File: config.mk
export PLATFORM = sky130hd
export DESIGN_NAME = v3a_isqrt
export DESIGN_NICKNAME = d
export VERILOG_FILES = /design/src/rtl/v3a_pkg.sv /design/src/rtl/v3a_isqrt.sv
export SDC_FILE = /design/constraint.sdc
export NUM_CORES = 2
export LEC_CHECK = 0
export BUFFER_PORTS_ARGS = -buffer_cell sky130_fd_sc_hd__buf_2
export CAP_MARGIN = 15
export CORE_MARGIN = 3
export CORE_UTILIZATION = 45
export DETAILED_ROUTE_END_ITERATION = 8
export SYNTH_ARGS = -nofsm -noshare
export SYNTH_HDL_FRONTEND = slang
export SYNTH_MEMORY_MAX_BITS = 65536
export SYNTH_SLANG_ARGS = --single-unit
File: constraint.sdc
create_clock -name clk -period 3.1 [get_ports clk]
set_clock_uncertainty 0.15 [all_clocks]
set_input_delay 0.62 -clock clk [delete_from_list [all_inputs] [get_ports clk]]
set_output_delay 0.62 -clock clk [all_outputs]
set_load 0.005 [all_outputs]
File: src/rtl/v3a_pkg.sv
// Shared constants, types and helper functions for the 3-D vector arithmetic unit.
`default_nettype none

package v3a_pkg;

  localparam int FRAC_BITS = 16;

  localparam int TOL_W = 17;
  localparam logic [TOL_W-1:0] TOL_RESET = TOL_W'(1);

  // Square root: one result bit per stage, plus a rounding stage.
  localparam int SQRT_STAGES = 32;
  localparam int SQRT_IN_W   = 2 * SQRT_STAGES;
  localparam int SQRT_LAT    = SQRT_STAGES + 1;

  // Unit-vector divider: the quotient never exceeds 2^FRAC_BITS.
  localparam int Q_W     = FRAC_BITS + 1;
  localparam int N_W     = 32 + Q_W;
  localparam int DIV_LAT = Q_W;

  // Perpendicular datapath widths.
  localparam int VH_W = FRAC_BITS + 2;
  localparam int PP_W = VH_W + 33;
  localparam int PS_W = PP_W + 2;
  localparam int D_W  = PS_W - FRAC_BITS;
  localparam int VD_W = VH_W + D_W;

  localparam int SAT_W = 72;
  localparam logic signed [SAT_W-1:0] SAT_MAX = SAT_W'(64'sd2147483647);
  localparam logic signed [SAT_W-1:0] SAT_MIN = SAT_W'(-64'sd2147483648);

  typedef enum logic [3:0] {
    OP_ADD   = 4'd0,
    OP_SUB   = 4'd1,
    OP_CROSS = 4'd2,
    OP_DOT   = 4'd3,
    OP_MAG   = 4'd4,
    OP_NORM  = 4'd5,
    OP_DIST  = 4'd6,
    OP_EQ    = 4'd7,
    OP_PERP  = 4'd8
  } op_e;

  typedef struct packed {
    logic [3:0]             op;
    logic [2:0][31:0]       a;
    logic [2:0][31:0]       b;
    logic                   ac;
    logic                   bc;
    logic [2:0][32:0]       u;
    logic [2:0][31:0]       wabs;
    logic [2:0]             wneg;
    logic                   huge;
    logic [31:0]            m;
    logic [2:0][VH_W-1:0]   vh;
  } item_t;

  function automatic logic signed [32:0] sx33(input logic [31:0] x);
    return {x[31], x};
  endfunction

  // Returns {overflow, saturated 32-bit value}.
  function automatic logic [32:0] sat32(input logic signed [SAT_W-1:0] v);
    logic [32:0] r;
    if (v > SAT_MAX) begin
      r = {1'b1, 32'h7FFF_FFFF};
    end else if (v < SAT_MIN) begin
      r = {1'b1, 32'h8000_0000};
    end else begin
      r = {1'b0, v[31:0]};
    end
    return r;
  endfunction

  // Rounds half up on the fraction point, then saturates.
  function automatic logic [32:0] rnd_sat(input logic signed [65:0] s);
    logic signed [65:0] t;
    t = (s + (66'sd1 <<< (FRAC_BITS - 1))) >>> FRAC_BITS;
    return sat32(SAT_W'(t));
  endfunction

endpackage

`default_nettype wire

File: src/rtl/v3a_isqrt.sv
// Pipelined integer square root, rounded to nearest, one result bit per stage.
`default_nettype none

module v3a_isqrt (
  input  logic                          clk,
  input  logic [v3a_pkg::SQRT_IN_W-1:0] n,
  output logic [31:0]                   root
);
  import v3a_pkg::*;

  logic [33:0]          rem_r  [SQRT_STAGES];
  logic [31:0]          root_r [SQRT_STAGES];
  logic [SQRT_IN_W-1:0] n_r    [SQRT_STAGES];

  logic [33:0]          rem_next  [SQRT_STAGES];
  logic [31:0]          root_next [SQRT_STAGES];
  logic [SQRT_IN_W-1:0] n_next    [SQRT_STAGES];

  always_comb begin
    logic [33:0]          s_rem;
    logic [31:0]          s_root;
    logic [SQRT_IN_W-1:0] s_n;
    logic [35:0]          t;
    logic [35:0]          trial;
    logic                 ge;
    for (int k = 0; k < SQRT_STAGES; k++) begin
      if (k == 0) begin
        s_rem  = '0;
        s_root = '0;
        s_n    = n;
      end else begin
        s_rem  = rem_r[k-1];
        s_root = root_r[k-1];
        s_n    = n_r[k-1];
      end
      t     = {s_rem, s_n[SQRT_IN_W-1 -: 2]};
      trial = {2'b00, s_root, 2'b01};
      ge    = (t >= trial);
      rem_next[k]  = ge ? 34'(t - trial) : t[33:0];
      root_next[k] = {s_root[30:0], ge};
      n_next[k]    = s_n << 2;
    end
  end

  always_ff @(posedge clk) begin
    for (int k = 0; k < SQRT_STAGES; k++) begin
      rem_r[k]  <= rem_next[k];
      root_r[k] <= root_next[k];
      n_r[k]    <= n_next[k];
    end
    if (rem_r[SQRT_STAGES-1] > {2'b00, root_r[SQRT_STAGES-1]}) begin
      root <= root_r[SQRT_STAGES-1] + 32'd1;
    end else begin
      root <= root_r[SQRT_STAGES-1];
    end
  end

endmodule

`default_nettype wire

### After elaboration in Yosys (flattened, before gate mapping)

Memories as Yosys holds them, arrays and structs flattened.
Index checks and enable logic that the tools add are counted.

* output and inout port bits: 32
* word-level logic and storage cells: 103
* bits of input ports: 65
* memories kept: 3
* memory bits (writable): 4096
* flip-flop bits (word level): 32

* muxes and demuxes: 33
* order comparisons: 33
* add/subtract/negate cells: 33

Memories
* n_r: words 32, width 62, read ports 31, clocked after memory_dff 0, write ports 32, line v3a_isqrt.sv:13 `logic [SQRT_IN_W-1:0] n_r [SQRT_STAGES];`
* rem_r: words 32, width 34, read ports 32, clocked after memory_dff 0, write ports 32, line v3a_isqrt.sv:11 `logic [33:0] rem_r [SQRT_STAGES];`
* root_r: words 32, width 32, read ports 32, clocked after memory_dff 0, write ports 32, line v3a_isqrt.sv:12 `logic [31:0] root_r [SQRT_STAGES];`

Operators with widths (count)
* $ge A36 B34 Y1: 31
* $mux W34: 32
* $sub A34 B34 Y34: 31
* $gt A34 B32 Y1: 1
* $add A32 B1 Y32 const B: 1
* $mux W32: 1
* $sub A2 B1 Y3 const B: 1
* $ge A2 B1 Y1 const B: 1

### Longest topological paths before layout

An unclocked memory read counts as a cell.

* depth in word-level cells: 3
* mapped depth: 14
* mapped depth without buffers: 12

### Least setup slack after synthesis

No wires, ideal clock.

* kind: register -> register
* start: mem root_r[30][5], in the netlist root_r[1][453]
* end: mem rem_r[31][23], in the netlist rem_r[1][533]
* data arrival time: 2.914 ns
* stages on the path, launching flop included: 13
* required time: 2.829 ns
* buffers on the path: 1
* slack: -0.084 ns
* setup time: 0.121 ns
* path through: dfxtp_1 inv_1 ha_1 a21o_1 nor3_1 and4_1 o211a_1 o21ai_1 a21oi_1 o21ai_0 a2111oi_4 buf_2 mux2_2

RTL lines (line)
* start: declaration: v3a_isqrt.sv:12
* end: declaration: v3a_isqrt.sv:11

==> summary.txt <==
Placed design
  – Placed cell area: 0.107 mm^2
  – Place WS: -0.415 ns
  – Port Buffers: 96
  – RD Place Congestion: 0.910
  – Post-DP HPWL: 166000 um

Synthesis
  – Seq/Total Area, Yosys: 54.0%
  – Netlist Area Pre-Place: 0.0960 mm^2
  – Mux cell area share after synthesis: 1.33%
  – Register bit total from synthesis: 2589
  – Top FF cell, synth: dfxtp_1
  – Xor/xnor cell area share of the yosys netlist: 8.26%
  – Syn avg cell area: 10.1 um^2
  – Async SR Flop Fraction: 0%
  – Synth Area in Compound Gates: 12.2%
  – Post-synth EDFFs: 0
  – Simple-Gate Fraction of Synth Area: 12.8%
  – Main combinational cell family by area after synthesis: simple AND/OR/NAND/NOR gates
  – Post-synthesis cell count: 9468
  – Ys Warns: 0
  – Synth unique cells: 104
  – Mapped Nets: 10100
  – Adder-cell share of the synthesized area: 7.78%

Finish
  – Nets: 11500
  – Share of cells above drive strength 1: 22.0%
  – Fill cells: 18000
  – Post-route cell area: 0.122 mm^2
  – Area delta synth->final: 27.3%
  – Layout Utilization: 58.0%

Worst setup path
  – Reg2reg start: rem_r[0][250]$_DFF_P_
  – Critical path fanouts, max: 5
  – Worst setup SP type: flip-flop
  – Slack of the worst reg-to-reg path: -0.13 ns
  – Critical path class: reg -> reg
  – CP required: 3.75 ns
  – Crit path capture type: flip-flop
  – Reg2reg path depth: 10
  – R2R Path End: rem_r[0][301]$_DFF_P_
  – Worst EP arrival: 3.88 ns

Pwr
  – Total power: 99200 uW
  – VDD IR max: 0.622 mV
  – Pwr Density: 812 mW/mm^2
  – Lkg Pwr: 0.0572 uW

CTS
  – Clock root cell: clkbuf_16
  – Total CTS buffers: 287
  – CTS tree: yes
  – CTS Buffer Depth: 4
  – H-Tree Depth: 5
  – Worst-path clk slew: 0.06 ns
  – Clk sinks: 2589
  – Clock latency on the worst-skew pair: 0.92 ns

GRT
  – Total GRT Usage: 19.8%
  – Total grt overflow: 0
  – Initial antenna violation count: 3
  – Largest net degree at the start of global routing: 48
  – First-pass GRT wire length: 355000 um
  – Vias in the first global route: 70100

Timing
  – RSZ-0062 raised after global routing: true
  – Setup TNS after final layout: -1.83 ns
  – Final worst slack: -0.132 ns
  – Period minus WS final: 3.23 ns
  – Slew Viols, Final: 0
  – Tcrit/Tclk final: 104%
  – Hold Vio Cnt, Final: 0
  – Slew HR: 51.4%
  – Finish-stage setup viols: 35
  – Worst Tran Pin Value: 0.723 ns
  – Achievable Freq: 0.309 GHz

Drt
  – Via density: 5.06
  – # DRC: 0
  – Initial DRC Count: 3922
  – Post-route ant nets: 0
  – First drt pass iteration count: 5
  – WL per Instance: 16.2 um
  – Routed vias: 70100
  – Routed WL: 224000 um

Min path
  – Hold crit path type: reg -> reg
  – Hold depth: 0
  – Worst hold path startpoint: n_r[0][960]$_DFF_P_
  – Worst hold endpoint: n_r[1][32]$_DFF_P_

Run status
  – Failing checks: negative setup slack
  – Status: complete, but fails checks

Floorplan
  – Site row count: 168
  – Core Area: 0.211 mm^2
  – Die Span X: 468 um
  – Num ports: 97
  – Initial Util: 45.5%
  – Die Ht: 468 um
  – Die ar.: 0.219 mm^2

Run
  – Max Cap Viol: 0
stage by stage:
step,hold WS [ns],cells
finish,0.125,13800
global route,0.122,13800
CTS,0.0988,13800
detailed placement,0.162,13200
global placement,0.160,13200
floorplan,0.160,9468
cell usage after synthesis, drive strengths merged, types with 126 or more instances:
cell / count / area share, %
nor2: 549 / 2.2
a21o: 224 / 1.8
nor4: 135 / 0.97
a21oi: 602 / 3.1
nor3: 242 / 1.3
xor2: 471 / 4.3
o21ai: 524 / 2.7
nand3: 156 / 0.82
xnor2: 434 / 4.0
clkbuf: 127 / 0.50
nand2: 645 / 2.5
dfxtp: 2589 / 54
ha: 597 / 7.8
inv: 744 / 2.9
nand2b: 126 / 0.83
layer usage:
layer / part of all wire (%) / vias up / GRT usage, %
li1: - / 35300 / -
met1: 43 / 32900 / 24.1
met2: 49 / 1389 / 35.4
met3: 3.7 / 495 / 2.79
met4: 3.6 / 0 / 7.28
met5: 0 / - / 0
cell usage in the layout (no fill, tap or decap), types with 35 or more instances in the layout:
| master | Yosys | layout |
|---|---|---|
| dfxtp_1 | 2589 | 2507 |
| buf_4 | 1 | 997 |
| inv_1 | 742 | 726 |
| nand2_1 | 645 | 627 |
| ha_1 | 597 | 546 |
| a21oi_1 | 602 | 539 |
| nor2_1 | 547 | 507 |
| xor2_1 | 471 | 471 |
| o21ai_0 | 520 | 453 |
| xnor2_1 | 434 | 425 |
| clkbuf_16 | 0 | 296 |
| a21o_1 | 224 | 223 |
| nor3_1 | 240 | 185 |
| nand3_1 | 155 | 145 |
| nand2b_1 | 125 | 122 |
| nand4_1 | 103 | 103 |
| buf_2 | 28 | 98 |
| or3_1 | 114 | 97 |
| nor4_1 | 126 | 90 |
| nor2b_1 | 96 | 86 |
| o21a_1 | 84 | 83 |
| dfxtp_2 | 0 | 73 |
| mux2_2 | 101 | 70 |
| dlygate4sd3_1 | 0 | 65 |
| o21bai_1 | 59 | 57 |
| a21oi_2 | 0 | 56 |
| clkbuf_1 | 127 | 48 |
| clkbuf_8 | 0 | 45 |
| or2_2 | 46 | 44 |
| or4_1 | 65 | 44 |
| o21ai_1 | 3 | 43 |
| nor3_2 | 1 | 43 |
| ha_4 | 0 | 43 |
| and3_1 | 50 | 42 |
| o31ai_1 | 58 | 40 |
| clkinv_2 | 0 | 40 |
| a31oi_1 | 47 | 35 |
flip-flops by register name (all words and copies together) (netlist names):
| name | flops |
|---|---|
| root | 32 |
| n_r | 992 |
| rem_r | 1037 |
| root_r | 528 |
critical path, stage by stage (launching register included):
cell and delay, ns:
dfxtp_2 0.34, nor4_4 0.31, nand2_1 0.12, or3_4 0.38, nor4_4 0.27, buf_4 0.19
nor4_4 0.06, a2111o_1 0.44, or4_4 0.49, nor4_4 0.18, xor2_1 0.21
cells by family after synthesis:
family	count (synthesis)
AOI/OAI and AO/OA	1902
xor gates and xnor gates	905
adders and majority gates	597
buffers and inverters	909
DFF	2589
muxes	114
other	1
and+or+nand+nor	2451
power by group:
| group | switching [uW] | internal, uW | leakage, uW |
|---|---|---|---|
| registers | 4580 | 39200 | 0.0217 |
| clock network | 13000 | 21000 | 0.00469 |
| logic | 10600 | 10800 | 0.0309 |
worst max path at each step:
stage               slack, ns                   start                    end  depth (start not counted)
floorplan               -0.02  root_r[1][299]$_DFF_P_  rem_r[1][370]$_DFF_P_                         11
global placement        -0.39  root_r[1][324]$_DFF_P_  rem_r[1][379]$_DFF_P_                         11
detailed placement      -0.41  root_r[1][324]$_DFF_P_  rem_r[1][391]$_DFF_P_                         11
CTS                      -0.1  root_r[1][384]$_DFF_P_  rem_r[1][462]$_DFF_P_                         14
global route            -0.23   rem_r[0][250]$_DFF_P_  rem_r[0][301]$_DFF_P_                         10
finish                  -0.13   rem_r[0][250]$_DFF_P_  rem_r[0][301]$_DFF_P_                         10
area by class of cell:
type	instances	area (um^2)	share of cell area [%]
antenna	2	5.00	0.00409
clock buffer	385	8110	6.63
clock inverter	111	1500	1.23
inverter	745	2810	2.30
multi-input combinational	5973	44500	36.4
sequential	2589	52000	42.5
tap	2805	3510	2.87
timing repair buffer	1237	9910	8.11
repair_timing:
item | in CTS | in global routing
setup endpoints to repair | 435 | 693
setup buffers | 45 | 70
cloned | 15 | 5
hold buffers | 65 | 0
gates resized for setup | 320 | 617
pin swaps | 64 | 211
hold endpoints to repair | 65 | 0
No activity file was read; power rests on OpenSTA's default activity.
