<file path="src/rtl/v3a_pkg.sv">
// Shared constants, types and helper functions for the 3-D vector arithmetic unit.
`default_nettype none

package v3a_pkg;

  localparam int FRAC_BITS = 16;

  localparam int TOL_W = 17;
  localparam logic [TOL_W-1:0] TOL_RESET = TOL_W'(1);

  // Square root: one result bit per stage, plus a rounding stage.
  localparam int SQRT_STAGES = 32;
  localparam int SQRT_IN_W   = 2 * SQRT_STAGES;
  localparam int SQRT_LAT    = SQRT_STAGES + 1;

  // Unit-vector divider: the quotient never exceeds 2^FRAC_BITS.
  localparam int Q_W     = FRAC_BITS + 1;
  localparam int N_W     = 32 + Q_W;
  localparam int DIV_LAT = Q_W;

  // Perpendicular datapath widths.
  localparam int VH_W = FRAC_BITS + 2;
  localparam int PP_W = VH_W + 33;
  localparam int PS_W = PP_W + 2;
  localparam int D_W  = PS_W - FRAC_BITS;
  localparam int VD_W = VH_W + D_W;

  localparam int SAT_W = 72;
  localparam logic signed [SAT_W-1:0] SAT_MAX = SAT_W'(64'sd2147483647);
  localparam logic signed [SAT_W-1:0] SAT_MIN = SAT_W'(-64'sd2147483648);

  typedef enum logic [3:0] {
    OP_ADD   = 4'd0,
    OP_SUB   = 4'd1,
    OP_CROSS = 4'd2,
    OP_DOT   = 4'd3,
    OP_MAG   = 4'd4,
    OP_NORM  = 4'd5,
    OP_DIST  = 4'd6,
    OP_EQ    = 4'd7,
    OP_PERP  = 4'd8
  } op_e;

  typedef struct packed {
    logic [3:0]             op;
    logic [2:0][31:0]       a;
    logic [2:0][31:0]       b;
    logic                   ac;
    logic                   bc;
    logic [2:0][32:0]       u;
    logic [2:0][31:0]       wabs;
    logic [2:0]             wneg;
    logic                   huge;
    logic [31:0]            m;
    logic [2:0][VH_W-1:0]   vh;
  } item_t;

  function automatic logic signed [32:0] sx33(input logic [31:0] x);
    return {x[31], x};
  endfunction

  // Returns {overflow, saturated 32-bit value}.
  function automatic logic [32:0] sat32(input logic signed [SAT_W-1:0] v);
    logic [32:0] r;
    if (v > SAT_MAX) begin
      r = {1'b1, 32'h7FFF_FFFF};
    end else if (v < SAT_MIN) begin
      r = {1'b1, 32'h8000_0000};
    end else begin
      r = {1'b0, v[31:0]};
    end
    return r;
  endfunction

  // Rounds half up on the fraction point, then saturates.
  function automatic logic [32:0] rnd_sat(input logic signed [65:0] s);
    logic signed [65:0] t;
    t = (s + (66'sd1 <<< (FRAC_BITS - 1))) >>> FRAC_BITS;
    return sat32(SAT_W'(t));
  endfunction

endpackage

`default_nettype wire

</file>
<file path="src/rtl/v3a_div.sv">
// Pipelined restoring divider for one unit-vector lane, one quotient bit per stage.
`default_nettype none

module v3a_div (
  input  logic                    clk,
  input  logic [v3a_pkg::N_W-1:0] num,
  input  logic [31:0]             den,
  output logic [v3a_pkg::Q_W-1:0] quo
);
  import v3a_pkg::*;

  logic [31:0]    rem_r [Q_W];
  logic [31:0]    den_r [Q_W];
  logic [Q_W-1:0] low_r [Q_W];
  logic [Q_W-1:0] quo_r [Q_W];

  logic [31:0]    rem_next [Q_W];
  logic [31:0]    den_next [Q_W];
  logic [Q_W-1:0] low_next [Q_W];
  logic [Q_W-1:0] quo_next [Q_W];

  // The quotient fits in Q_W bits, so the top numerator bits start below the divisor.
  always_comb begin
    logic [31:0]    s_rem;
    logic [31:0]    s_den;
    logic [Q_W-1:0] s_low;
    logic [Q_W-1:0] s_quo;
    logic [32:0]    t;
    logic           ge;
    for (int k = 0; k < Q_W; k++) begin
      if (k == 0) begin
        s_rem = num[N_W-1:Q_W];
        s_den = den;
        s_low = num[Q_W-1:0];
        s_quo = '0;
      end else begin
        s_rem = rem_r[k-1];
        s_den = den_r[k-1];
        s_low = low_r[k-1];
        s_quo = quo_r[k-1];
      end
      t  = {s_rem, s_low[Q_W-1]};
      ge = (t >= {1'b0, s_den});
      rem_next[k] = ge ? 32'(t - {1'b0, s_den}) : t[31:0];
      den_next[k] = s_den;
      low_next[k] = s_low << 1;
      quo_next[k] = {s_quo[Q_W-2:0], ge};
    end
  end

  always_ff @(posedge clk) begin
    for (int k = 0; k < Q_W; k++) begin
      rem_r[k] <= rem_next[k];
      den_r[k] <= den_next[k];
      low_r[k] <= low_next[k];
      quo_r[k] <= quo_next[k];
    end
  end

  assign quo = quo_r[Q_W-1];

endmodule

`default_nettype wire

</file>
<file path="config.mk">
export PLATFORM = sky130hd
export DESIGN_NAME = v3a_div
export DESIGN_NICKNAME = d
export VERILOG_FILES = /design/src/rtl/v3a_pkg.sv /design/src/rtl/v3a_div.sv
export SDC_FILE = /design/constraint.sdc
export NUM_CORES = 2
export LEC_CHECK = 0
export BUFFER_PORTS_ARGS = -buffer_cell sky130_fd_sc_hd__buf_4
export CORE_MARGIN = 5
export CORE_UTILIZATION = 40
export CTS_BUF_LIST = sky130_fd_sc_hd__clkbuf_4 sky130_fd_sc_hd__clkbuf_8 sky130_fd_sc_hd__clkbuf_16
export DETAILED_ROUTE_END_ITERATION = 12
export HOLD_SLACK_MARGIN = 0.08
export PLACE_DENSITY_LB_ADDON = 0.15
export SYNTH_ARGS = -nofsm -noshare
export SYNTH_HDL_FRONTEND = slang
export SYNTH_SLANG_ARGS = --single-unit
</file>
<file path="constraint.sdc">
create_clock -name clk -period 5.8 [get_ports clk]
set_clock_uncertainty 0.05 [all_clocks]
set_input_delay 0.87 -clock clk [delete_from_list [all_inputs] [get_ports clk]]
set_output_delay 0.87 -clock clk [all_outputs]
set_load 0.01 [all_outputs]
</file>
After elaboration in Yosys (flattened, before gate mapping)

Memory sizes are Yosys's and may differ from the RTL's.
Index checks and enable logic that the tools add are counted.

Register bits after elaboration: 0
RAM bits: 1,649
Output and inout port bits: 17
Word-level logic and storage cells: 55
Memories: 4

Add/sub/neg operators: 17
Magnitude comparators: 17
Mux-type cells: 17

Memory list:

| name  | depth | bits a word | rd ports | clocked after Yosys merged registers in | write ports | line          | text |
|---|---|---|---|---|---|---|---|
| den_r | 17    | 32          | 16       | 0                                       | 17          | v3a_div.sv:13 | `logic [31:0] den_r [Q_W];` |
| rem_r | 17    | 32          | 16       | 0                                       | 17          | v3a_div.sv:12 | `logic [31:0] rem_r [Q_W];` |
| quo_r | 17    | 17          | 17       | 0                                       | 17          | v3a_div.sv:15 | `logic [Q_W-1:0] quo_r [Q_W];` |
| low_r | 17    | 16          | 16       | 0                                       | 17          | v3a_div.sv:14 | `logic [Q_W-1:0] low_r [Q_W];` |

Operators by type and width:

| cell             | count |
|---|---|
| $ge A33 B32 Y1   | 17 |
| $mux W32         | 17 |
| $sub A32 B32 Y32 | 17 |

Longest topological paths before layout

An unclocked memory read counts as a cell.

Word-level depth: 3
Depth in mapped cells: 16
Depth with buffers taken out: 14

Worst setup path before layout

No wires, ideal clock.

Path type: input to register
From: input port den[6]
To: memory rem_r[0][30]
Setup time: 0.121 ns
Arrival: 3.351 ns
Data required time: 5.629 ns
Slack: 2.278 ns
Stages on the path: 13
Buffers on the path: 0
Cell sequence: inv_1 > ha_1 > a21o_1 > a21o_1 > a21o_1 > o21a_1 > a311o_1 > a41o_1 > a221oi_2 > o211ai_1 > o211ai_1 > xnor2_1 > mux2_2

RTL lines:

| what        | line          | text |
|---|---|---|
| from (decl) | v3a_div.sv:7  | `input logic [31:0] den,` |
| to (decl)   | v3a_div.sv:12 |  |

==> parameters.txt <==
Parameter                              Value

Critical path
  Critical path class ... reg -> reg
  Setup crit end kind ... register
  Maximum fanout encountered on the critical timing path ... 35
  Logic depth of the worst register-to-register path ... 13
  Data required time at the worst endpoint ... about 6.4 ns
  WP data arrival ... approximately 5.0 ns
  Kind of launch point of the worst setup path ... register

Floorplanning
  Die Area ... between 150000 and 200000 um2
  Starting utilization of the core area ... 0.401
  DIE WIDTH ... about 400 um
  Chip height ... between 300 and 400 um
  Number of standard-cell rows in the floorplan ... 142
  Area of the core ... 149000 um2
  Ports ... 99

Timing
  Worst hold slack across all endpoints ... roughly 0.15 ns
  Hold violation total from the final report ... 0
  Min Clock Period, post-route ... 4.42 ns
  Setup TNS after final layout ... 0 ns
  Headroom to the max-slew limit ... 0.299
  Slew @ Worst Pin ... around 1.0 ns
  Post-layout worst setup margin ... 1.38 ns
  Setup violators final ... 0
  Share of the clock period used by the worst path ... 0.762
  Maximum operating frequency ... 226 MHz
  Pins Over Slew Limit ... 0
  Unrepaired setup endpoints after global routing ... false

Finish
  Number of standard cells in the final layout excluding fillers ... 8757
  Layout cells sized above 1 ... 0.0898
  Fillcell total ... 14200
  Total number of nets in the final design ... between 7000 and 8000
  Signed area change from the synthesized netlist to the final layout ... 13.8%

Placement
  Final estimated routing congestion in global placement ... approximately 0.94
  Setup WS pre-CTS ... between 1 and 1.5 ns
  Number of buffer cells added on primary ports ... 98
  Count of placed standard cells including taps ... roughly 8500
  HPWL after detailed placement ... about 120000 um

Global route
  Global-route wire length before repair ... roughly 230000 um
  Tot GR Track Use ... 0.185
  Remaining global-route overflow ... 0
  Antenna violations before repair ... 2
  Via count of the first global-routing pass ... ~45000
  Pin count of the biggest net entering global routing ... just over 60

Logic synthesis
  Synth area leaders ... sky130_fd_sc_hd__dfxtp_1, sky130_fd_sc_hd__ha_1, sky130_fd_sc_hd__a21oi_1
  Post-synthesis share of cell area spent on full adders, half adders and majority gates ... 0.119
  Top flip-flop cell by instance count after synthesis ... sky130_fd_sc_hd__dfxtp_1
  Post-synthesis instance area ... between 50000 and 60000 um2
  Number of distinct library cells after synthesis ... between 90 and 100
  Simple-Gate Fraction of Synth Area ... 0.110
  Avg Inst Size Synth ... 9.25 um2
  Sequential area share after synthesis ... 0.439
  Gate count after technology mapping ... 6476
  Synthesized flop and latch total ... ~1300
  Synth area leader ... sky130_fd_sc_hd__dfxtp_1
  Multiplexer area fraction after synthesis ... 0.0277
  Top cell type's share of synthesized area ... 0.439
  Syn. warnings ... 0
  Fraction of registers with async set/reset ... 0
  Count of flip-flops with a built-in enable after synthesis ... 0
  Leading cell type by number of instances after synthesis ... sky130_fd_sc_hd__dfxtp_1
  Largest family of logic cells by synthesized area ... compound AO/OA/AOI/OAI gates
  Xor/xnor share of the synthesized area ... 0.0652
  Synthesized net count ... 7118
  Synth Area in Compound Gates ... 0.185
  Post-synth top cells ... sky130_fd_sc_hd__dfxtp_1, sky130_fd_sc_hd__inv_1, sky130_fd_sc_hd__a21oi_1

Clocking
  Number of hold buffers added after cts ... 22
  Worst-skew pair later-pin latency ... roughly 0.78 ns
  Post-CTS resize count ... 0
  Clock Pin Slew Worst Setup and Hold Paths ... 0.06 ns
  Number of CTS-inserted buffers ... 146
  Total clock sinks ... roughly 1300
  # H-tree levels ... 4
  Root buffer cell ... sky130_fd_sc_hd__clkbuf_16
  Max clock buf depth ... 3
  Clock tree from TritonCTS ... done
  Setup bufs post-CTS ... 0

Power and ir drop
  Total leakage power ... roughly 32 nW
  Power Density ... roughly 640 nW/um2
  Worst IR drop on VDD ... 334 uV

Routing
  Initial DRC count ... around 2000
  Antenna Violating Nets Remaining ... 0
  Total number of vias ... around 44000
  Via-per-instance ratio ... slightly above 5
  Detailed-route wire length ... ~150000 um
  Detailed-routing iteration count for the pre-antenna-repair pass ... 5
  Per-cell routed wire length ... approximately 17 um
  Post-route DRC violation count ... 0

Outcome
  Run status ... completed

Hold path
  Worst hold path cell count ... 1
  Hold/Removal Path Class ... in -> reg

Flow run
  Number of maximum-capacitance violations ... 0
## cell families after synthesis
kind of cell,Yosys count
XOR/XNOR,446
AND/OR/NAND/NOR,1406
flip-flops,1313
AO/OA/AOI/OAI,1766
multiplexers,146
buffers and inverters,839
adder cells (fa/ha/maj),560
## placed cells by master, fill, tap and decap left out, types with 194 or more instances in the layout
cell                      netlist  final
sky130_fd_sc_hd__o21ai_0      435    435
sky130_fd_sc_hd__xor2_1       194    194
sky130_fd_sc_hd__inv_1        683    683
sky130_fd_sc_hd__nand2_1      468    467
sky130_fd_sc_hd__a21o_1       298    298
sky130_fd_sc_hd__a21oi_1      558    557
sky130_fd_sc_hd__nor2_1       376    376
sky130_fd_sc_hd__xnor2_1      252    252
sky130_fd_sc_hd__dfxtp_1     1313   1313
sky130_fd_sc_hd__ha_1         544    544
## worst paths after layout
check                                   start            end  slack [ns]
worst min-delay path                  den[22]   den_r[0][22]        0.15
worst min register to register  low_r[0][110]  low_r[0][127]        0.26
worst max register to register    den_r[0][1]   rem_r[0][40]        1.38
worst max-delay path              den_r[0][1]   rem_r[0][40]        1.38
## cell type report
| cell class | instances | area, um2 | area share |
|---|---|---|---|
| antenna | 7 | 17.5 | 0.000257 |
| clock buffer | 190 | 4100 | 0.0602 |
| clock inverter | 75 | 1060 | 0.0155 |
| inverter | 684 | 2570 | 0.0377 |
| multi-input combinational | 4324 | 30500 | 0.447 |
| sequential | 1313 | 26300 | 0.385 |
| tap | 2016 | 2520 | 0.0370 |
| timing repair buffer | 148 | 1180 | 0.0173 |
## report_power, final
group / internal (mW) / total, mW / leakage [nW] / switching, mW
clock: 5.75 / 9.62 / 2.55 / 3.87
sequential: 11.8 / 13.3 / 11.1 / 1.46
combinational: 8.96 / 20.8 / 18.2 / 11.9
## routing by layer
| layer | vias to the layer above | share of wire | global-route usage |
|---|---|---|---|
| li1 | 22600 | - | - |
| met1 | 20200 | 0.36 | 0.172 |
| met2 | 841 | 0.53 | 0.363 |
| met3 | 442 | 0.028 | 0.0269 |
| met4 | 0 | 0.081 | 0.138 |
| met5 | - | 0 | 0 |
## flip-flops by register name (all words and copies together), names as in the netlist
| register | flops |
|---|---|
| low_r | 136 |
| quo_r | 153 |
| den_r | 512 |
| rem_r | 512 |
## worst max-delay path: stages (launching register included)
cell and delay [ns]:
sky130_fd_sc_hd__dfxtp_1 0.38, sky130_fd_sc_hd__inv_1 0.06, sky130_fd_sc_hd__ha_1 0.32, sky130_fd_sc_hd__nor2b_1 0.15
sky130_fd_sc_hd__o31a_1 0.29, sky130_fd_sc_hd__o2111ai_1 0.33, sky130_fd_sc_hd__a21oi_1 0.18, sky130_fd_sc_hd__o2111ai_1 0.39
sky130_fd_sc_hd__a31oi_1 0.24, sky130_fd_sc_hd__o221ai_1 0.48, sky130_fd_sc_hd__a21oi_1 0.21, sky130_fd_sc_hd__o21ai_4 0.69
sky130_fd_sc_hd__buf_4 0.37, sky130_fd_sc_hd__o21ai_0 0.13
## stage by stage
stage / utilization / power (mW) / instance area (um2)
2_1_floorplan: - / 29.0 / 59900
3_3_place_gp: 0.420 / 34.1 / 62800
3_5_place_dp: 0.420 / 34.2 / 62800
4_1_cts: 0.456 / 44.1 / 68200
5_1_grt: 0.456 / 47.1 / 68200
6_report: 0.456 / 43.8 / 68200
No activity file was read; power rests on OpenSTA's default activity.
